File: config.mk
export PLATFORM = sky130hd
export DESIGN_NAME = split_flap_reel_stepper
export DESIGN_NICKNAME = d
export VERILOG_FILES = /design/src/sv/sfrs_pkg.sv /design/src/sv/sfrs_table.sv /design/src/sv/split_flap_reel_stepper.sv
export SDC_FILE = /design/constraint.sdc
export NUM_CORES = 2
export LEC_CHECK = 0
export BUFFER_PORTS_ARGS = -buffer_cell sky130_fd_sc_hd__buf_2
export CELL_PAD_IN_SITES_DETAIL_PLACEMENT = 1
export CELL_PAD_IN_SITES_GLOBAL_PLACEMENT = 2
export CORE_UTILIZATION = 48
export CTS_CLUSTER_SIZE = 30
export DETAILED_ROUTE_END_ITERATION = 10
export PLACE_DENSITY_LB_ADDON = 0.1
export SETUP_SLACK_MARGIN = 0.2
export SYNTH_ARGS = -nofsm -noshare
export SYNTH_HDL_FRONTEND = slang
export SYNTH_SLANG_ARGS = --single-unit
File: constraint.sdc
create_clock -name clk -period 7.7 [get_ports clk]
set_clock_uncertainty 0.2 [all_clocks]
set_input_delay 0.385 -clock clk [delete_from_list [all_inputs] [get_ports clk]]
set_output_delay 0.385 -clock clk [all_outputs]
set_load 0.01 [all_outputs]
File: src/sv/sfrs_pkg.sv
package sfrs_pkg;

	localparam int SFRS_FLAP_COUNT        = 256;
	localparam int SFRS_MAX_MODULES       = 64;
	localparam int SFRS_DEFAULT_CAP       = 8;
	localparam int SFRS_DEFAULT_FLAP_TIME = 60;

	localparam int ADDR_W = 4;

	localparam logic [1:0] REG_FLAP_CAP     = 2'd0;
	localparam logic [1:0] REG_FLAP_TIME    = 2'd1;
	localparam logic [1:0] REG_MODULE_COUNT = 2'd2;

	localparam logic [6:0] MODULE_COUNT_RESET = 7'd64;

	localparam logic CMD_SET  = 1'b0;
	localparam logic CMD_TICK = 1'b1;

	typedef struct packed {
		logic        command;
		logic [5:0]  module_req;
		logic [9:0]  flap;
		logic [31:0] time_ms;
	} sfrs_in_t;

	typedef struct packed {
		logic [5:0] module_id;
		logic [7:0] position;
		logic       mid_flip;
		logic       moving;
		logic       stepped;
		logic       last;
	} sfrs_out_t;

endpackage

File: src/sv/sfrs_table.sv
module sfrs_table #(
	parameter int DEPTH = sfrs_pkg::SFRS_MAX_MODULES,
	parameter int DW    = 50,
	parameter int AW    = (DEPTH > 1) ? $clog2(DEPTH) : 1
) (
	input  logic          clk,
	input  logic          arst_n,
	input  logic [AW-1:0] rd_addr,
	output logic [DW-1:0] rd_data,
	input  logic          wr_en,
	input  logic [AW-1:0] wr_addr,
	input  logic [DW-1:0] wr_data
);

	logic [DW-1:0]    mem_q [DEPTH];
	logic [DW-1:0]    rd_q;
	logic [DEPTH-1:0] written_q;
	logic             rd_ok_q;

	always_ff @(posedge clk) begin
		if (wr_en) begin
			mem_q[wr_addr] <= wr_data;
		end
		rd_q <= mem_q[rd_addr];
	end

	// an entry never written reads as its reset value, all zero
	always_ff @(posedge clk or negedge arst_n) begin
		if (!arst_n) begin
			written_q <= '0;
			rd_ok_q   <= 1'b0;
		end else begin
			if (wr_en) begin
				written_q[wr_addr] <= 1'b1;
			end
			rd_ok_q <= written_q[rd_addr];
		end
	end

	assign rd_data = rd_ok_q ? rd_q : '0;

endmodule

File: src/sv/split_flap_reel_stepper.sv
// Set-target item: accepted only while idle; result loads through the READ and CALC states.
// Tick item: one result per module in use (table read, then modify and write back), and
// the input stays stalled until the last module's result is loaded.
// Results go one at a time through the single read port of the module table; output stalls hold them.
// Reset (arst_n low) clears control, configuration and per-entry written bits at once;
// entries never written read as homed and at rest, so there is no clearing pass.
module split_flap_reel_stepper #(
	parameter int FLAP_COUNT        = sfrs_pkg::SFRS_FLAP_COUNT,
	parameter int MAX_MODULES       = sfrs_pkg::SFRS_MAX_MODULES,
	parameter int DEFAULT_CAP       = sfrs_pkg::SFRS_DEFAULT_CAP,
	parameter int DEFAULT_FLAP_TIME = sfrs_pkg::SFRS_DEFAULT_FLAP_TIME
) (
	input  logic                        clk,
	input  logic                        arst_n,
	input  logic                        psel,
	input  logic                        penable,
	input  logic                        pwrite,
	input  logic [sfrs_pkg::ADDR_W-1:0] paddr,
	input  logic [31:0]                 pwdata,
	output logic [31:0]                 prdata,
	output logic                        pready,
	input  logic                        cmd_valid,
	output logic                        cmd_stall,
	input  sfrs_pkg::sfrs_in_t          cmd,
	output logic                        rsp_valid,
	input  logic                        rsp_stall,
	output sfrs_pkg::sfrs_out_t         rsp
);

	import sfrs_pkg::*;

	localparam int PW  = $clog2(FLAP_COUNT);
	localparam int PW1 = PW + 1;
	localparam int IW  = (MAX_MODULES > 1) ? $clog2(MAX_MODULES) : 1;

	localparam logic [PW:0]   F_EXT    = PW1'(FLAP_COUNT);
	localparam logic [PW-1:0] POS_LAST = PW'(FLAP_COUNT - 1);

	typedef struct packed {
		logic          valid;
		logic          phase;
		logic [PW-1:0] pos;
		logic [PW-1:0] tgt;
		logic [31:0]   due_time;
	} entry_t;

	localparam int DW = $bits(entry_t);

	typedef enum logic [1:0] {ST_IDLE, ST_READ, ST_CALC} state_t;

	// configuration
	logic [7:0]  flap_cap_q;
	logic [15:0] flap_time_q;
	logic [6:0]  module_count_q;
	logic [1:0]  reg_idx;

	assign reg_idx = paddr[3:2];
	assign pready  = 1'b1;

	always_ff @(posedge clk or negedge arst_n) begin
		if (!arst_n) begin
			flap_cap_q     <= '0;
			flap_time_q    <= '0;
			module_count_q <= MODULE_COUNT_RESET;
		end else if (psel && penable && pwrite && pready) begin
			unique case (reg_idx)
				REG_FLAP_CAP:     flap_cap_q     <= pwdata[7:0];
				REG_FLAP_TIME:    flap_time_q    <= pwdata[15:0];
				REG_MODULE_COUNT: module_count_q <= pwdata[6:0];
				default: ;
			endcase
		end
	end

	always_comb begin
		unique case (reg_idx)
			REG_FLAP_CAP:     prdata = 32'(flap_cap_q);
			REG_FLAP_TIME:    prdata = 32'(flap_time_q);
			REG_MODULE_COUNT: prdata = 32'(module_count_q);
			default:          prdata = '0;
		endcase
	end

	// effective settings
	logic [6:0]  cnt;
	logic [7:0]  cap_eff;
	logic [15:0] ft_eff;
	logic [14:0] half;

	always_comb begin
		if (module_count_q == 7'd0) begin
			cnt = 7'd1;
		end else if (module_count_q > 7'(MAX_MODULES)) begin
			cnt = 7'(MAX_MODULES);
		end else begin
			cnt = module_count_q;
		end
		cap_eff = (flap_cap_q == 8'd0) ? 8'(DEFAULT_CAP) : flap_cap_q;
		ft_eff  = (flap_time_q == 16'd0) ? 16'(DEFAULT_FLAP_TIME) : flap_time_q;
		half    = (ft_eff[15:1] == 15'd0) ? 15'd1 : ft_eff[15:1];
	end

	state_t          state_q;
	sfrs_in_t        item_q;
	logic [IW-1:0]   idx_q;
	logic            rsp_valid_q;
	sfrs_out_t       rsp_q;

	logic [DW-1:0] rd_data;
	entry_t        e;
	entry_t        nxt;
	sfrs_out_t     res;
	logic          wr_need;
	logic          out_free;
	logic          last_idx;
	logic          in_use;
	logic          req_in_use;
	logic          flap_ok;
	logic          due;
	logic [PW-1:0] flap_pw;
	logic [PW-1:0] pos_inc;
	logic [PW:0]   diff;
	logic [PW:0]   fwd_dist;
	logic [PW:0]   np_raw;
	logic [PW:0]   np;
	logic [31:0]   lag;

	assign e          = entry_t'(rd_data);
	assign out_free   = !rsp_valid_q || !rsp_stall;
	assign last_idx   = (7'(idx_q) == (cnt - 7'd1));
	assign in_use     = ({1'b0, item_q.module_req} < cnt);
	assign req_in_use = ({1'b0, cmd.module_req} < cnt);
	assign flap_ok    = (item_q.flap < 10'(FLAP_COUNT));
	assign flap_pw    = item_q.flap[PW-1:0];

	// forward distance and capped start, each reduced by one compare and subtract
	always_comb begin
		diff     = {1'b0, flap_pw} + F_EXT - {1'b0, e.pos};
		fwd_dist = (diff >= F_EXT) ? (diff - F_EXT) : diff;
		np_raw   = {1'b0, flap_pw} + F_EXT - PW1'(cap_eff);
		np       = (np_raw >= F_EXT) ? (np_raw - F_EXT) : np_raw;
		pos_inc  = (e.pos == POS_LAST) ? '0 : (e.pos + PW'(1));
		lag      = item_q.time_ms - e.due_time;
		due      = e.valid && !lag[31];
	end

	always_comb begin
		nxt     = e;
		res     = '0;
		wr_need = 1'b0;
		if (item_q.command == CMD_SET) begin
			res.module_id = item_q.module_req;
			res.last      = 1'b1;
			if (in_use) begin
				if (!flap_ok) begin
					res.position = 8'(e.pos);
					res.mid_flip = e.phase;
					res.moving   = e.valid;
				end else begin
					wr_need   = 1'b1;
					nxt.phase = 1'b0;
					if (flap_pw == e.pos) begin
						nxt.valid = 1'b0;
					end else begin
						if (9'(fwd_dist) > {1'b0, cap_eff}) begin
							nxt.pos = np[PW-1:0];
						end
						nxt.tgt      = flap_pw;
						nxt.valid    = 1'b1;
						nxt.due_time = item_q.time_ms;
					end
					res.position = 8'(nxt.pos);
					res.mid_flip = nxt.phase;
					res.moving   = nxt.valid;
					res.stepped  = 1'b1;
				end
			end
		end else begin
			res.module_id = 6'(idx_q);
			res.last      = last_idx;
			if (due) begin
				wr_need = 1'b1;
				if (!e.phase) begin
					nxt.phase = 1'b1;
				end else begin
					nxt.pos   = pos_inc;
					nxt.phase = 1'b0;
					if (pos_inc == e.tgt) begin
						nxt.valid = 1'b0;
					end
				end
				nxt.due_time = item_q.time_ms + 32'(half);
				res.stepped  = 1'b1;
			end
			res.position = 8'(nxt.pos);
			res.mid_flip = nxt.phase;
			res.moving   = nxt.valid;
		end
	end

	always_ff @(posedge clk or negedge arst_n) begin
		if (!arst_n) begin
			state_q     <= ST_IDLE;
			item_q      <= '0;
			idx_q       <= '0;
			rsp_valid_q <= 1'b0;
			rsp_q       <= '0;
		end else begin
			// load a new beat, else drop the one taken, else hold
			if (state_q == ST_CALC && out_free) begin
				rsp_valid_q <= 1'b1;
			end else if (!rsp_stall) begin
				rsp_valid_q <= 1'b0;
			end
			unique case (state_q)
				ST_IDLE: begin
					if (cmd_valid) begin
						item_q  <= cmd;
						// out-of-use requests park on entry 0 and never write
						idx_q   <= (cmd.command == CMD_SET && req_in_use) ?
						           IW'(cmd.module_req) : '0;
						state_q <= ST_READ;
					end
				end
				ST_READ: state_q <= ST_CALC;
				ST_CALC: begin
					if (out_free) begin
						rsp_q <= res;
						if (item_q.command == CMD_TICK && !last_idx) begin
							idx_q   <= idx_q + IW'(1);
							state_q <= ST_READ;
						end else begin
							state_q <= ST_IDLE;
						end
					end
				end
				default: state_q <= ST_IDLE;
			endcase
		end
	end

	sfrs_table #(
		.DEPTH(MAX_MODULES),
		.DW   (DW),
		.AW   (IW)
	) u_table (
		.clk    (clk),
		.arst_n (arst_n),
		.rd_addr(idx_q),
		.rd_data(rd_data),
		.wr_en  (state_q == ST_CALC && out_free && wr_need),
		.wr_addr(idx_q),
		.wr_data(DW'(nxt))
	);

	assign cmd_stall = (state_q != ST_IDLE);
	assign rsp_valid = rsp_valid_q;
	assign rsp       = rsp_q;

endmodule

-- After elaboration in Yosys (flattened, before gate mapping)
Memory sizes are Yosys's and may differ from the RTL's. A register that Yosys moved wholly into a read port is not among the register bits.
Index checks and enable logic that the tools add are counted.
- add/subtract/negate cells: 10
- magnitude comparators: 9
- equal/unequal tests: 12
- muxes and demuxes: 48
- bitwise gates (word level): 2
- reduce and logical (&&, ||, !) cells: 28
- operators by type and width (kind ; count):
    50-bit two-way mux ; 3
    32-bit two-way mux ; 2
    64-bit OR ; 1
    48-bit two-way mux ; 1
    8-bit two-way mux ; 6
    16-bit case mux with 3 select lines ; 1
    32-bit by 15-bit adder with 32-bit output ; 1
    32-bit subtractor ; 1
    10-bit two-way mux ; 3
    6-bit two-way mux ; 4
    9-bit greater-or-equal comparator, second input constant ; 2
    18-bit two-way mux ; 1
    9-bit by 8-bit subtractor with 9-bit output ; 2
    8-bit equality test ; 2
    16-bit zero test ; 1
    16-bit two-way mux ; 1
    15-bit zero test ; 1
    1-bit two-way mux ; 15
    15-bit two-way mux ; 1
    6-bit by 7-bit less-than comparator with 1-bit output ; 2
    7-bit two-way mux ; 2
    6-bit case mux with 2 select lines ; 1
    2-bit AND reduction ; 6
    11-bit two-way mux ; 1
    other kinds (31) ; 48
- register bits: 172
- bits in writable memories: 3200
- bits of input ports: 92
- word-level logic and storage cells: 128
- memories: 1
- memory list (memory ; depth ; width ; read ports ; clocked after memory_dff ; wr ports ; RTL line ; RTL):
    u_table.mem_q ; 64 ; 50 ; 1 ; 1 ; 1 ; sfrs_table.sv:15 ; logic [DW-1:0] mem_q [DEPTH];

-- Logic depth before layout (Yosys ltp)
- depth after elaboration: 10
- depth in mapped cells: 22
- gate-level depth less buffers: 19

-- Hierarchy
From an unflattened synthesis, not the netlist that was laid out.
- cell total of the unflattened synthesis: 6745
- area total of the unflattened synthesis: 135063.3 sq um
- by module, submodules not included (module ; instances ; cells each ; area each (sq um)):
    sfrs_table ; 1 ; 5557 ; 125263.9
    split_flap_reel_stepper ; 1 ; 1188 ; 9799.4

-- Least setup slack after synthesis
OpenSTA, ideal clock, no wires.
- kind: register -> register
- start point: reg u_table.rd_ok_q
- end point: mem u_table.mem_q[0][41], data pin
- library setup time: 702 ps
- arrival time: 6090 ps
- required time: 6798 ps
- path slack: 708 ps
- cell stages (with the launch flop): 22
- path buffers: 3
- cell sequence: dfrtp_1 -> buf_2 -> clkbuf_1 -> clkbuf_1 -> nand2_1 -> ha_1 -> nor2b_1 -> o21ai_0 -> nand2b_1 -> a21o_1 -> a21o_1 -> a21o_1 -> a21oi_1 -> xnor2_1 -> ha_1 -> a2111oi_0 -> nand2_1 -> a31oi_1 -> nor3_1 -> nand2_1 -> nand2_1 -> o21ai_0
- RTL lines (element ; RTL line ; RTL):
    start, declared ; sfrs_table.sv:18 ; logic rd_ok_q;
    start signal, assigned ; sfrs_table.sv:36 ; rd_ok_q <= written_q[rd_addr];
    end, declared ; sfrs_table.sv:15 ;

==> results.toml <==
[status]
status = "finished, final reports clean"

[drt]
avgRoutedWirePerCell_um = 38.59
vias = 78390
drt_first_iter_violations = 11120
drc_errors = 0
viasPerCell = 6.795
final_antenna_net_count = 0
routed_wl_mm = 445.2
firstDrtPassIters = 5

[final_layout]
areaGrowthSynthToFinish_pct = 15.83
design_area_sq_mm = 0.1479
final_cells = 11540
drive_gt1_frac = 0.1505
fin_nets = 7876
n_fill_cell = 23490
regArea_sq_mm = 0.1014
multiInputGateArea_sq_mm = 0.02539

[global_route]
grt_pass1_vias = 77850
track_usage = 0.3261
grt_pass1_wl_mm = 617.2
grt-ovfl-total = 0
antenna_found_initial = 37
grt_max_degree = 101

[placed_design]
port_buffers = 109
placed_cells = 10760
globalplace.congestion = 0.8338
dp_hpwl_mm = 251.1
place_area_sq_mm = 0.1352
place_ws_ns = 1.437

[clocking]
clkTransAtPathRegs_ns = 0.06
clock_latency_ns = 0.96
clockRootBuffer = "clkbuf_16"
cts_resized = 0
post-cts-setup-buffers = 0
cts-buffers-inserted = 355
cts_buffer_depth = 4
clock-sinks = 3422
h-tree-depth = 5
cts_tree = "yes"

[floorplan]
row_count = 189
initial_core_util = 0.4822
die_y_um = 517.8
die_width_um = 517.8
ios = 145
core_sq_mm = 0.2649
die-area_sq_mm = 0.2681

[timing]
worstMarginPinSlew_ns = 1.316
rsz0062_at_grt = "false"
tns_ns = 0
period_share = 0.8240
setup_slack_ns = 1.355
slew_violations = 0
slew_headroom = 0.1147
fin_crit_ns = 6.345
max_freq_mhz = 157.6
setup_viol = 0
finalHoldViolCount = 0

[yosys]
ys.flop_type = "edfxtp_1"
synth_area_sq_mm = 0.1277
syn_avg_cell_area_sq_um = 17.53
synth_top_area_frac = 0.7524
yosysTopAreaCell = "edfxtp_1"
synthCells = 7284
yosys-top-cells-area = "edfxtp_1 75%, a22oi_1 6.0%, dfrtp_1 3.4%"
async_flop_share = 0.05026
ys_ff_latch = 3422
yosysWarnings = 0
ys_seq_area_frac = 0.7939
synth-edff-count = 3200
post_synth_num_cell_types = 85

[worst_setup_path]
cp_data_arrival_time_ns = 6.75
crit_fanout = 63
critical_path.slowest_cell = "dfrtp_4"
cp-start-kind = "flip-flop"
worstSetupPathType = "reg -> reg"
cp_slowest_stage_delay_ns = 0.70
required_ns = 8.11
endpoint_kind = "flip-flop"
cp_cell_sequence = "buf_4 -> nand2_1 -> ha_1 -> nor2b_1 -> o21ai_0 -> nand2b_1 -> a21o_1 -> a21o_1 -> a21o_1 -> a21oi_1 -> xnor2_1 -> ha_1 -> a2111oi_0 -> nand2_1 -> a31oi_1 -> nor3_1 -> buf_4 -> mux2_2 -> nor2_1 -> a31oi_1 -> nand2_2 -> buf_4"

[pwr]
ir_drop_mv = 0.2868
combPwrFrac = 0.268
p_clk_frac = 0.303
power_switching_mw = 19.47
internal-power_mw = 37.36
seqPwrFrac = 0.430
power_leakage_nw = 47.21
p_per_area_mw_per_mm2 = 384.2
netSwitchingFraction = 0.3427

[run]
maxCapViolations = 0

[worst_hold_path]
hp-class = "in -> reg"
-- metal layers --
layer	vias to the layer above	share of wire	wire, um	track usage
met5	-	0.00034	151	0
met4	22	0.031	13590	0.09697
met1	42040	0.41	182700	0.4676
met3	718	0.097	42960	0.05841
li1	31370	-	-	-
met2	4240	0.46	205800	0.5111
-- cells in the final DEF, fill, tap and decap left out, types with 18 or more instances in the layout --
cell / n
buf_4: 268
buf_12: 63
mux2_2: 74
clkbuf_16: 361
o21ai_0: 55
bufinv_16: 30
clkinv_1: 72
nand4_1: 147
clkbuf_1: 69
dfxtp_1: 50
xnor2_1: 31
inv_1: 25
ha_1: 81
dlygate4sd3_1: 116
dfrtp_1: 168
clkinv_2: 69
nor2_1: 84
a22oi_1: 1024
a21oi_1: 179
o21bai_1: 72
edfxtp_1: 3200
a221oi_1: 308
nand2_1: 131
a31oi_1: 312
nor2_4: 66
o221ai_4: 19
mux2i_1: 20
nor3_1: 18
xor2_1: 21
a22o_1: 307
nor4_1: 49
buf_2: 108
o211ai_1: 25
nand3_1: 62
-- stage by stage --
step	hold slack [ns]	power, mW	util
after floorplan	-0.1106	32.29	-
after global placement	0.2584	39.38	0.5102
after detailed placement	0.2623	39.71	0.5103
after CTS	0.002183	56.80	0.5584
after global routing	0.05281	58.42	0.5584
final	0.04864	56.83	0.5585
-- cells in the mapped netlist, drive strengths merged, types with 141 or more instances --
| cell type | n |
|---|---|
| nor2 | 154 |
| nand4 | 147 |
| a21oi | 184 |
| a31oi | 312 |
| buf | 262 |
| clkbuf | 252 |
| edfxtp | 3200 |
| dfrtp | 171 |
| a221oi | 311 |
| a22oi | 1024 |
| nand2 | 141 |
| a22o | 307 |
-- cell families after synthesis --
logic type	count (synthesis)	synth area share
AO/OA/AOI/OAI	2406	0.1403
XOR/XNOR	52	0.003566
adder cells (fa/ha/maj)	84	0.008406
buffers and inverters	542	0.01768
flip-flops	3422	0.7939
multiplexers	95	0.008268
other	2	0.00005880
AND/OR/NAND/NOR	681	0.02781
-- power groups by stage --
stage          combinational (mW)  sequential (mW)  clock [mW]
6_report                     15.2             24.4        17.2
5_1_grt                      16.0             24.5        18.0
3_5_place_dp                 14.9             24.8           0
2_1_floorplan                7.55             24.7           0
3_3_place_gp                 14.6             24.8           0
4_1_cts                      15.0             24.4        17.4
-- area by class of cell --
type                    instances  share of cell area
inverters                      28           0.0007105
clock buffers                 446             0.06431
flip-flops and latches       3422              0.6855
well taps                    3533             0.02988
diodes                         12           0.0002030
clock inverters               203             0.01374
repair buffers                558             0.03401
multi-input cells            3335              0.1716
-- worst paths after layout --
check	cells past startpoint	start	slack, ns	endpoint
min in group asynchronous	3	arst_n	0.32	idx_q[5]
setup / recovery	22	u_table.rd_ok_q	1.35	u_table.mem_q[37][43]
setup reg to reg	22	u_table.rd_ok_q	1.35	u_table.mem_q[37][43]
max in group asynchronous	4	arst_n	5.74	u_table.rd_ok_q
hold / removal	4	pwrite	0.05	flap_cap_q[7]
hold reg to reg	1	u_table.written_q[12]	0.28	u_table.written_q[12]
-- flip-flops by register name, summed over array words and instances, names as in the netlist --
| signal | cells |
|---|---|
| rsp_valid | 1 |
| flap_pw | 8 |
| item_q | 41 |
| u_table.rd_q | 50 |
| u_table.rd_ok_q | 1 |
| state_q | 2 |
| flap_time_q | 16 |
| u_table.mem_q | 3200 |
| rsp | 18 |
| u_table.written_q | 64 |
| idx_q | 6 |
| flap_cap_q | 8 |
| module_count_q | 7 |
-- critical path, delay by kind of cell (launching register included) --
kind,cells,cell delay [ns]
DFF,1,0.70
AOI/OAI and AO/OA,8,1.59
adders and majority gates,2,0.58
buffers and inverters,3,1.31
xor gates and xnor gates,1,0.10
muxes,1,0.29
and+or+nand+nor,7,1.10
-- what timing repair did --
item / 4_1_cts / 5_1_grt
hold buffers: 117 / 0
endpoints found under the setup margin: 0 / 0
endpoints found under the hold margin: 209 / 0
(Power assumes the default switching activity.)
